[config.mk]
export PLATFORM = sky130hd
export DESIGN_NAME = stuffed_frame_encoder_core
export DESIGN_NICKNAME = d
export VERILOG_FILES = /design/src/rtl/sfe_pkg.sv /design/src/rtl/stuffed_frame_encoder_core.sv
export VERILOG_INCLUDE_DIRS = /design/src /design/src/rtl
export SDC_FILE = /design/constraint.sdc
export NUM_CORES = 1
export LEC_CHECK = 0
export BUFFER_PORTS_ARGS = -buffer_cell sky130_fd_sc_hd__buf_2
export CAP_MARGIN = 10
export CORE_AREA = 2 2 162 164
export CTS_CLUSTER_DIAMETER = 120
export DETAILED_ROUTE_END_ITERATION = 10
export DIE_AREA = 0 0 164 166
export HOLD_SLACK_MARGIN = 0.1
export PLACE_DENSITY = 0.59
export SYNTH_ARGS = -nofsm -noshare
export SYNTH_HDL_FRONTEND = slang
export SYNTH_SLANG_ARGS = --single-unit
[constraint.sdc]
create_clock -name clk -period 3.7 [get_ports clk]
set_input_delay 0.185 -clock clk [delete_from_list [all_inputs] [get_ports clk]]
set_output_delay 0.185 -clock clk [all_outputs]
set_load 0.03 [all_outputs]
[src/rtl/stuffed_frame_encoder_core_macros.svh]
// Assertion macros shared by the framer RTL.
`ifndef STUFFED_FRAME_ENCODER_CORE_MACROS_SVH
`define STUFFED_FRAME_ENCODER_CORE_MACROS_SVH

// Same-cycle implication, checked on clk, off during reset.
`define SFE_ASSERT_IMP(lbl, ante, cons, msg) \
	lbl: assert property (@(posedge clk) disable iff (!arst_n) (ante) |-> (cons)) \
		else $error(msg);

// Next-cycle implication, checked on clk, off during reset.
`define SFE_ASSERT_NXT(lbl, ante, cons, msg) \
	lbl: assert property (@(posedge clk) disable iff (!arst_n) (ante) |=> (cons)) \
		else $error(msg);

`endif

[src/rtl/sfe_pkg.sv]
// Package: types, constants and helpers of the stuffed frame encoder.
`timescale 1ns / 1ps
package sfe_pkg;

	localparam int BYTE_W      = 8;
	localparam int MAX_RESULTS = 9;
	localparam int CNT_W       = $clog2(MAX_RESULTS + 1);
	localparam int CFG_IDX_W   = 2;
	localparam int SEQ_SHIFT   = 7;

	typedef logic [BYTE_W-1:0]    byte_t;
	typedef logic [CNT_W-1:0]     cnt_t;
	typedef logic [CFG_IDX_W-1:0] cfg_idx_t;

	// register indexes of the configuration port
	localparam cfg_idx_t CFG_FLAG    = 2'd0;
	localparam cfg_idx_t CFG_ESCAPE  = 2'd1;
	localparam cfg_idx_t CFG_MASK    = 2'd2;
	localparam cfg_idx_t CFG_ADDRESS = 2'd3;

	localparam byte_t FLAG_RST    = 8'd126;
	localparam byte_t ESCAPE_RST  = 8'd125;
	localparam byte_t MASK_RST    = 8'd95;
	localparam byte_t ADDRESS_RST = 8'd3;

	function automatic logic needs_stuff(byte_t b, byte_t flag, byte_t esc);
		return (b == flag) || (b == esc);
	endfunction

endpackage

[src/rtl/stuffed_frame_encoder_core.sv]
// Top level: byte-stuffing information frame encoder.
`timescale 1ns / 1ps
`include "stuffed_frame_encoder_core_macros.svh"
// Usage
//   Input channel (in_valid / in_stall): one payload byte per transaction, with
//   sequence_bit, payload_start and payload_end. The first byte of a payload
//   (payload_start) is preceded by flag, address, control and header check;
//   the last byte (payload_end) is followed by the stuffed block check and a
//   closing flag. Bytes equal to flag or escape go out as escape, byte & mask.
//   Output channel (out_valid / out_stall): one frame byte per transaction;
//   run_last marks the final byte caused by an input transaction, frame_done
//   marks the closing flag.
//   Configuration: cfg_we / cfg_index / cfg_data, written only while idle.
// Timing
//   An accepted item is expanded combinationally into a list of 1 to 9 bytes
//   and held in the item register; its bytes then move one at a time into the
//   output register, one byte per cycle while the receiver does not stall, so
//   an item holds the block until all its bytes have moved out (1 or 2 for a
//   plain payload byte, up to 9 for a one-byte frame). The next item is accepted
//   in the cycle its predecessor's last byte moves out: no gaps on the output.
// Reset clears the valid flags, the block check and loads default registers.
// A stalled receiver holds the output register, and through it the item
// register; in_stall then stays high until the last byte is taken.
module stuffed_frame_encoder_core (
	input  logic                    clk,
	input  logic                    arst_n,
	// configuration write port
	input  logic                    cfg_we,
	input  sfe_pkg::cfg_idx_t       cfg_index,
	input  sfe_pkg::byte_t          cfg_data,
	// input channel
	input  logic                    in_valid,
	output logic                    in_stall,
	input  sfe_pkg::byte_t          data_byte,
	input  logic                    sequence_bit,
	input  logic                    payload_start,
	input  logic                    payload_end,
	// output channel
	output logic                    out_valid,
	input  logic                    out_stall,
	output sfe_pkg::byte_t          frame_byte,
	output logic                    run_last,
	output logic                    frame_done
);

	// configuration registers
	sfe_pkg::byte_t flag_q, escape_q, mask_q, address_q;
	// running block check over the payload
	sfe_pkg::byte_t block_check_q;

	// item register: expanded byte list of the current transaction
	sfe_pkg::byte_t lst_s1 [sfe_pkg::MAX_RESULTS];
	sfe_pkg::cnt_t  cnt_s1;
	logic           end_s1;
	logic           valid_s1;
	sfe_pkg::cnt_t  idx_q;

	// expansion logic
	sfe_pkg::byte_t lst_c [sfe_pkg::MAX_RESULTS];
	sfe_pkg::cnt_t  pos_c;
	sfe_pkg::byte_t ctrl_c;
	sfe_pkg::byte_t check_c;
	sfe_pkg::byte_t bc_next_c;

	logic out_free, adv, last_s1, in_acc;

	always_ff @(posedge clk or negedge arst_n) begin
		if (!arst_n) begin
			flag_q    <= sfe_pkg::FLAG_RST;
			escape_q  <= sfe_pkg::ESCAPE_RST;
			mask_q    <= sfe_pkg::MASK_RST;
			address_q <= sfe_pkg::ADDRESS_RST;
		end else if (cfg_we) begin
			unique case (cfg_index)
				sfe_pkg::CFG_FLAG:    flag_q    <= cfg_data;
				sfe_pkg::CFG_ESCAPE:  escape_q  <= cfg_data;
				sfe_pkg::CFG_MASK:    mask_q    <= cfg_data;
				sfe_pkg::CFG_ADDRESS: address_q <= cfg_data;
				default: ;
			endcase
		end
	end

	// Byte list: header on start, stuffed data, stuffed check and closing flag on end.
	always_comb begin
		for (int i = 0; i < sfe_pkg::MAX_RESULTS; i++) begin
			lst_c[i] = '0;
		end
		pos_c  = '0;
		ctrl_c = sfe_pkg::byte_t'(sequence_bit) << sfe_pkg::SEQ_SHIFT;
		// a start clears the check before the byte is folded in
		bc_next_c = payload_start ? data_byte : (block_check_q ^ data_byte);
		check_c   = bc_next_c;

		if (payload_start) begin
			lst_c[0] = flag_q;
			lst_c[1] = address_q;
			lst_c[2] = ctrl_c;
			lst_c[3] = address_q ^ ctrl_c;
			pos_c    = sfe_pkg::cnt_t'(4);
		end

		if (sfe_pkg::needs_stuff(data_byte, flag_q, escape_q)) begin
			lst_c[pos_c]                     = escape_q;
			lst_c[pos_c + sfe_pkg::cnt_t'(1)] = data_byte & mask_q;
			pos_c                            = pos_c + sfe_pkg::cnt_t'(2);
		end else begin
			lst_c[pos_c] = data_byte;
			pos_c        = pos_c + sfe_pkg::cnt_t'(1);
		end

		if (payload_end) begin
			if (sfe_pkg::needs_stuff(check_c, flag_q, escape_q)) begin
				lst_c[pos_c]                     = escape_q;
				lst_c[pos_c + sfe_pkg::cnt_t'(1)] = check_c & mask_q;
				pos_c                            = pos_c + sfe_pkg::cnt_t'(2);
			end else begin
				lst_c[pos_c] = check_c;
				pos_c        = pos_c + sfe_pkg::cnt_t'(1);
			end
			lst_c[pos_c] = flag_q;
			pos_c        = pos_c + sfe_pkg::cnt_t'(1);
		end
	end

	// handshake
	assign out_free = !out_valid || !out_stall;
	assign adv      = valid_s1 && out_free;
	assign last_s1  = (idx_q == (cnt_s1 - sfe_pkg::cnt_t'(1)));
	assign in_stall = valid_s1 && !(adv && last_s1);
	assign in_acc   = in_valid && !in_stall;

	// control state
	always_ff @(posedge clk or negedge arst_n) begin
		if (!arst_n) begin
			valid_s1      <= 1'b0;
			idx_q         <= '0;
			block_check_q <= '0;
			out_valid     <= 1'b0;
		end else begin
			if (in_acc) begin
				valid_s1      <= 1'b1;
				idx_q         <= '0;
				block_check_q <= payload_end ? '0 : bc_next_c;
			end else if (adv && last_s1) begin
				valid_s1 <= 1'b0;
			end else if (adv) begin
				idx_q <= idx_q + sfe_pkg::cnt_t'(1);
			end

			if (adv) begin
				out_valid <= 1'b1;
			end else if (!out_stall) begin
				out_valid <= 1'b0;
			end
		end
	end

	// payload registers
	always_ff @(posedge clk) begin
		if (in_acc) begin
			lst_s1 <= lst_c;
			cnt_s1 <= pos_c;
			end_s1 <= payload_end;
		end
		if (adv) begin
			frame_byte <= lst_s1[idx_q];
			run_last   <= last_s1;
			frame_done <= last_s1 && end_s1;
		end
	end

	// assertions
	`SFE_ASSERT_IMP(a_idx_in_range, valid_s1, idx_q < cnt_s1, "byte index past item length")
	`SFE_ASSERT_IMP(a_done_is_last, out_valid && frame_done, run_last,
		"closing flag not marked as last byte of its transaction")
	`SFE_ASSERT_IMP(a_done_is_flag, out_valid && frame_done, frame_byte == flag_q,
		"closing byte differs from flag value")
	`SFE_ASSERT_NXT(a_accept_loads, in_valid && !in_stall, valid_s1 && (idx_q == '0),
		"accepted transaction not loaded into item register")

endmodule

Word level (Yosys, flattened, before mapping)
Index checks and enable logic that the tools add are counted.
{"block": "totals", "ff_bits": 133, "latchBits": 0, "ram_bits": 0, "romBits": 0, "input_bits": 26, "out_inout_bits": 12, "word_cells": 124, "mem_count": 0}
{"block": "op_classes", "add_sub_neg": 7, "n_mul": 0, "n_div": 0, "n_lt_le_gt_ge": 11, "n_eq_ne": 10, "shifts": 0, "mux": 39, "bitwise_logic": 10, "reduce_logical": 25}
{"cell": "72-bit bitwise mux", "n": 7}
{"cell": "72-bit 2-to-1 mux", "n": 4}
{"cell": "8-bit demux with 4-bit select", "n": 5}
{"cell": "8-bit 2-to-1 mux", "n": 9}
{"cell": "8-bit binary-select mux with 4-bit select", "n": 1}
{"cell": "8-bit equality test", "n": 4}
{"cell": "32-bit 2-to-1 mux", "n": 1}
{"cell": "5-bit >= comparator, second input constant", "n": 6}
{"cell": "4-bit NOT with 5-bit output", "n": 6}
{"cell": "4-bit 2-to-1 mux", "n": 7}
{"cell": "5-bit by 1-bit less-than comparator with 1-bit output, second input constant", "n": 5}
{"cell": "4-bit by 1-bit adder with 4-bit output, second input constant", "n": 4}
{"cell": "8-bit bitwise AND", "n": 2}
{"cell": "8-bit bitwise XOR", "n": 2}
{"cell": "1-bit logical AND", "n": 10}
{"cell": "2-bit AND reduction", "n": 5}
{"cell": "4-bit by 2-bit adder with 4-bit output, second input constant", "n": 2}
{"cell": "2-bit equality test, second input constant", "n": 2}
{"cell": "4-bit equality test", "n": 1}
{"cell": "1-bit logical NOT", "n": 4}
{"cell": "1-bit 2-to-1 mux", "n": 4}
{"cell": "2-bit nonzero test", "n": 2}
{"cell": "4-bit by 1-bit subtractor with 4-bit output, second input constant", "n": 1}
{"cell": "1-bit logical OR", "n": 3}
{"cell": "other kinds (5)", "n": 5}

Depth between registers and ports, before layout
{"block": "logic_depth", "ltp_word": 15, "mapped_depth": 18, "ltp_nobuf": 13}

Least setup slack after synthesis
OpenSTA, ideal clock, no wires.
{"block": "synth_path", "path_type": "reg2reg", "from": "register flag_q[1]", "to": "register lst_s1[61] (netlist bit), data pin", "setup_time_ps": 258, "t_arrival_ps": 3450, "slack_ps": -8, "path_stages_with_launch": 17, "n_path_buf": 5, "cell_sequence": "dfstp_2 -> buf_2 -> xnor3_1 -> nand4_1 -> or2_1 -> buf_2 -> nand2_4 -> buf_2 -> buf_2 -> ha_1 -> clkbuf_1 -> nand2_1 -> nor2_1 -> and4_1 -> o31ai_2 -> o311ai_0 -> o221a_2"}
{"element": "start: declaration", "line_no": "stuffed_frame_encoder_core.sv:47", "text": "sfe_pkg::byte_t flag_q, escape_q, mask_q, address_q;"}
{"element": "start signal: assignment", "line_no": "stuffed_frame_encoder_core.sv:69", "text": "flag_q <= sfe_pkg::FLAG_RST;"}
{"element": "start signal: assignment", "line_no": "stuffed_frame_encoder_core.sv:75", "text": "sfe_pkg::CFG_FLAG: flag_q <= cfg_data;"}
{"element": "end signal: assignment", "line_no": "stuffed_frame_encoder_core.sv:162", "text": "lst_s1 <= lst_c;"}
{"element": "end: declaration", "line_no": "stuffed_frame_encoder_core.sv:52", "text": "sfe_pkg::byte_t lst_s1 [sfe_pkg::MAX_RESULTS];"}

Worst setup path in the final report
{"block": "layout_path", "from": "register escape_q[4]", "to": "register lst_s1[21] (netlist bit), data pin"}
{"block": "layout_via", "elab_chain_cells": 14, "word_cells_on_any_way": 35}
{"element": "start: declaration", "line_no": "stuffed_frame_encoder_core.sv:47"}
{"element": "start signal: assignment", "line_no": "stuffed_frame_encoder_core.sv:70", "text": "escape_q <= sfe_pkg::ESCAPE_RST;"}
{"element": "start signal: assignment", "line_no": "stuffed_frame_encoder_core.sv:76", "text": "sfe_pkg::CFG_ESCAPE: escape_q <= cfg_data;"}
{"element": "8-bit equality test", "line_no": "sfe_pkg.sv:27", "text": "return (b == flag) || (b == esc);"}
{"element": "1-bit logical OR", "line_no": "sfe_pkg.sv:27"}
{"element": "4-bit 2-to-1 mux", "line_no": "stuffed_frame_encoder_core.sv:103", "text": "if (sfe_pkg::needs_stuff(data_byte, flag_q, escape_q)) begin"}
{"element": "4-bit by 1-bit adder with 4-bit output / 4-bit NOT with 5-bit output (equally long branches)"}
{"element": "4-bit NOT with 5-bit output (not written as such), or another cell as far along", "line_no": "stuffed_frame_encoder_core.sv:115", "text": "lst_c[pos_c + sfe_pkg::cnt_t'(1)] = check_c & mask_q;"}
{"element": "5-bit >= comparator (not written as such), or another cell as far along", "line_no": "stuffed_frame_encoder_core.sv:115"}
{"element": "1-bit logical AND (not written as such) / 8-bit 2-to-1 mux (equally long branches)", "line_no": "stuffed_frame_encoder_core.sv:115, stuffed_frame_encoder_core.sv:114, stuffed_frame_encoder_core.sv:118"}
{"element": "8-bit 2-to-1 mux (not written as such) / 8-bit demux with 4-bit select (equally long branches)", "line_no": "stuffed_frame_encoder_core.sv:115, stuffed_frame_encoder_core.sv:114, stuffed_frame_encoder_core.sv:118"}
{"element": "8-bit demux with 4-bit select / 72-bit bitwise mux (equally long branches)", "line_no": "stuffed_frame_encoder_core.sv:115, stuffed_frame_encoder_core.sv:114"}
{"element": "72-bit bitwise mux", "line_no": "stuffed_frame_encoder_core.sv:115"}
{"element": "72-bit 2-to-1 mux", "line_no": "stuffed_frame_encoder_core.sv:113", "text": "if (sfe_pkg::needs_stuff(check_c, flag_q, escape_q)) begin"}
{"element": "72-bit 2-to-1 mux", "line_no": "stuffed_frame_encoder_core.sv:112", "text": "if (payload_end) begin"}
{"element": "72-bit bitwise mux", "line_no": "stuffed_frame_encoder_core.sv:121", "text": "lst_c[pos_c] = flag_q;"}
{"element": "72-bit 2-to-1 mux *", "line_no": "stuffed_frame_encoder_core.sv:112"}
Mark *: on every way between the ends. The rest lies on a longest branch, timed or not. The select of a mux whose other input is x is not followed.
A chain may end at the register's enable or synchronous reset.

==> run_results.csv <==
group,metric,value,unit
global_routing,antenna_found_initial,0,
logic_synthesis,ys_seq_area_frac,0.433,
logic_synthesis,synthFlopType,"edfxtp_1",
clock_tree,cts_buffer_depth,2,
outcome,status,"completed",
floorplanning,start_util,0.342,
sta,drv_slew,0,
floorplanning,core_area,25600,um^2
global_routing,grt_pass1_wl,42800,um
clock_tree,clkLatencyLatePin,0.43,ns
floorplanning,fp.dieH,166,um
worst_setup_path,crit_cells,13,
routing,post_drt_wl_per_cell,22.8,um
worst_setup_path,reg2reg_to,"lst_s1[21]",
sta,fin_skew,0.00999,ns
routing,drt_pass1_iterations,6,
cells_and_area,antenna_cells,0,
clock_tree,root_buffer,"clkbuf_16",
logic_synthesis,synthTopCellsByCount,"edfxtp_1 (87), nand2_1 (82), o21ai_0 (48)",
worst_setup_path,cpPeakStageDelay,0.63,ns
place,place.detailed.hpwl,20700,um
worst_setup_path,critical_path_class,"register to register",
floorplanning,rows,59,
worst_setup_path,reg2reg_from,"escape_q[4]",
floorplanning,io_pins,38,
logic_synthesis,synth_top_area_frac,0.298,
clock_tree,clkTransAtPathRegs,0.06,ns
min_path,hold_class,"input port to register",
sta,period_needed,3.48,ns
logic_synthesis,yosysMostFrequentCell,"edfxtp_1",
sta,max_freq,0.287,GHz
worst_setup_path,crit_top_cell,"nor4_1",
worst_setup_path,critical_path_peak_fanout,16,
global_routing,grt_start_max_net_pins,54,
sta,worstMarginPinSlew,0.802,ns
logic_synthesis,synthTopCellsByArea,"edfxtp_1 (30%), dfrtp_1 (7.4%), dfstp_2 (6.0%)",
worst_setup_path,cp_cell_sequence,"xor2_1 > nor4_1 > nand4_1 > nand2_2 > ha_1 > inv_1 > nor3_4 > buf_12 > nor4_1 > a31oi_2 > buf_4 > o21ai_0 > a31oi_1",
worst_setup_path,cpLargestDelayFamily,"simple AND/OR/NAND/NOR gates",
power_and_ir_drop,vdd_drop_max,0.284,mV
logic_synthesis,synth.largest_area_cell,"edfxtp_1",
logic_synthesis,synth_seq_cells,133,
job,max_cap_violations,0,
clock_tree,htreeDepth,4,
cells_and_area,syn2layout_area_growth,16.6,%
global_routing,grt_overflow,0,
routing,vias_per_cell,5.86,
clock_tree,cts.sinks,133,
worst_setup_path,cp-start-kind,"register",
logic_synthesis,avgSynthCellArea,10.6,um^2
worst_setup_path,crit_slowest_cell,"dfstp_2",
routing,final_antenna_net_count,0,
floorplanning,die_area,27200,um^2
worst_setup_path,worstSetupEndpointType,"register",
routing,remaining_drc_errors,0,
worst_setup_path,arrival,3.68,ns
worst_setup_path,cp_num_buf_inv,3,
routing,drt_iter0_drc,891,
place,port_buffers,37,
power_and_ir_drop,p_leak,3.73,nW
sta,final-hold-violation-count,0,
power_and_ir_drop,powerDensity,556,nW/um^2
routing,drt_wl_total,28000,um
clock_tree,cts_tree,"built",
sta,setup-tns-final,0,ns
logic_synthesis,yosys_warnings,0,
worst_setup_path,worst-r2r-setup-slack,0.22,ns
global_routing,grt_pass1_vias,6857,
logic_synthesis,synth_area,8750,um^2
logic_synthesis,synth_cell_types,77,
sta,rsz0062_at_grt,"false",
logic_synthesis,async_reset_ff_frac,0.346,
worst_setup_path,worstPathRequired,3.90,ns
min_path,hp-start,"sequence_bit",
logic_synthesis,synth_cells,825,
logic_synthesis,syn_nets,863,
logic_synthesis,synth_edf_count,87,
routing,num_vias,7208,
sta,finalCritPeriodShare,0.941,
floorplanning,fp.dieW,164,um
place,gp_congestion,0.972,
cells_and_area,fin_nets,919,
worst_setup_path,crit_start,"escape_q[4]",
clock_tree,cts_buffers,17,
worst_setup_path,r2r_cells,13,
sta,setup_violations,0,
global_routing,track_usage,0.210,
cells_and_area,utilization,0.398,
sta,maxSlewHeadroom,0.464,
worst_setup_path,worstSetupEndpoint,"lst_s1[21]",
cells_and_area,drive_gt1_frac,0.262,
-- worst min-delay path by stage --
| stage | endpoint | cells after the start |
|---|---|---|
| 2_1_floorplan | address_q[2] | 0 |
| 3_3_place_gp | out_valid | 1 |
| 3_5_place_dp | out_valid | 1 |
| 4_1_cts | lst_s1[55] | 3 |
| 5_1_grt | lst_s1[55] | 3 |
| 6_report | lst_s1[55] | 3 |
-- routing by layer --
layer,track usage,vias to the layer above,wire length [um]
met5,0,-,0
met2,0.307,421,12000
met4,0.0542,0,588
met1,0.313,3458,12600
met3,0.0460,60,2700
li1,-,3269,-
-- power by group --
group | switching [W] | internal (W) | leakage (nW)
clock | 0.000718 | 0.00101 | 0.278
sequential | 0.000201 | 0.00194 | 1.33
combinational | 0.00105 | 0.000757 | 2.12
-- cells by family (layout without fill, tap and decap cells) --
family	after synthesis	count (layout)	share of synthesized area
DFF	133	133	0.433
buffers and inverters	99	168	0.0495
xor gates and xnor gates	52	52	0.0709
AOI/OAI and AO/OA	241	241	0.195
adders and majority gates	12	12	0.0172
and+or+nand+nor	218	218	0.125
muxes	70	70	0.109
-- layout make-up --
cell class | instances | area (um^2)
fill | 2500 | 15400
sequential | 133 | 3790
clock inverter | 12 | 144
tap | 335 | 419
inverter | 28 | 105
clock buffer | 20 | 437
multi-input combinational | 593 | 4540
timing repair buffer | 108 | 771
-- cells in the final DEF, fill, tap and decap left out, drive strengths merged, types with 9 or more instances in the layout --
| cell | count |
|---|---|
| o221a | 11 |
| nor3 | 16 |
| dfstp | 20 |
| a22oi | 24 |
| edfxtp | 87 |
| a21oi | 43 |
| ha | 12 |
| nor2 | 32 |
| nor2b | 10 |
| nor4 | 9 |
| inv | 32 |
| dfrtp | 26 |
| nand2 | 84 |
| clkbuf | 20 |
| buf | 97 |
| a31oi | 15 |
| o21ai | 63 |
| xnor3 | 12 |
| mux2i | 23 |
| xnor2 | 18 |
| mux2 | 31 |
| mux4 | 16 |
| dlygate4sd3 | 11 |
| nand3 | 31 |
| o221ai | 17 |
| xor2 | 22 |
-- worst min-delay path: stages --
cell and delay, ns:
buf_2 0.11, nand2_1 0.06, o211ai_1 0.07
-- flip-flops by register name, summed over array words and instances, names as in the netlist, 4 cells and up --
name	count
escape_q	8
mask_q	8
block_check_q	8
cnt_s1	4
address_q	8
idx_q	4
lst_s1	72
flag_q	8
frame_byte	8
-- repair_timing --
item | in CTS | in global routing
gates resized for setup | 0 | 3
hold buffers | 11 | 0
setup endpoints to repair | 0 | 17
hold endpoints to repair | 51 | 0
setup buffers | 0 | 2
-- metrics by stage --
stage          instance area [um^2]  power [W]  setup WS, ns  instances  hold slack, ns
6_report                      10200    0.00567         0.217       1229           0.112
5_1_grt                       10200    0.00593        0.0247       1229           0.135
4_1_cts                       10200    0.00568         0.177       1227           0.107
3_5_place_dp                   9490    0.00396         0.203       1184           0.291
3_3_place_gp                   9490    0.00394         0.292       1184           0.291
2_1_floorplan                  8750    0.00341      -0.00825        825          -0.111
No activity file was read; power rests on OpenSTA's default activity.
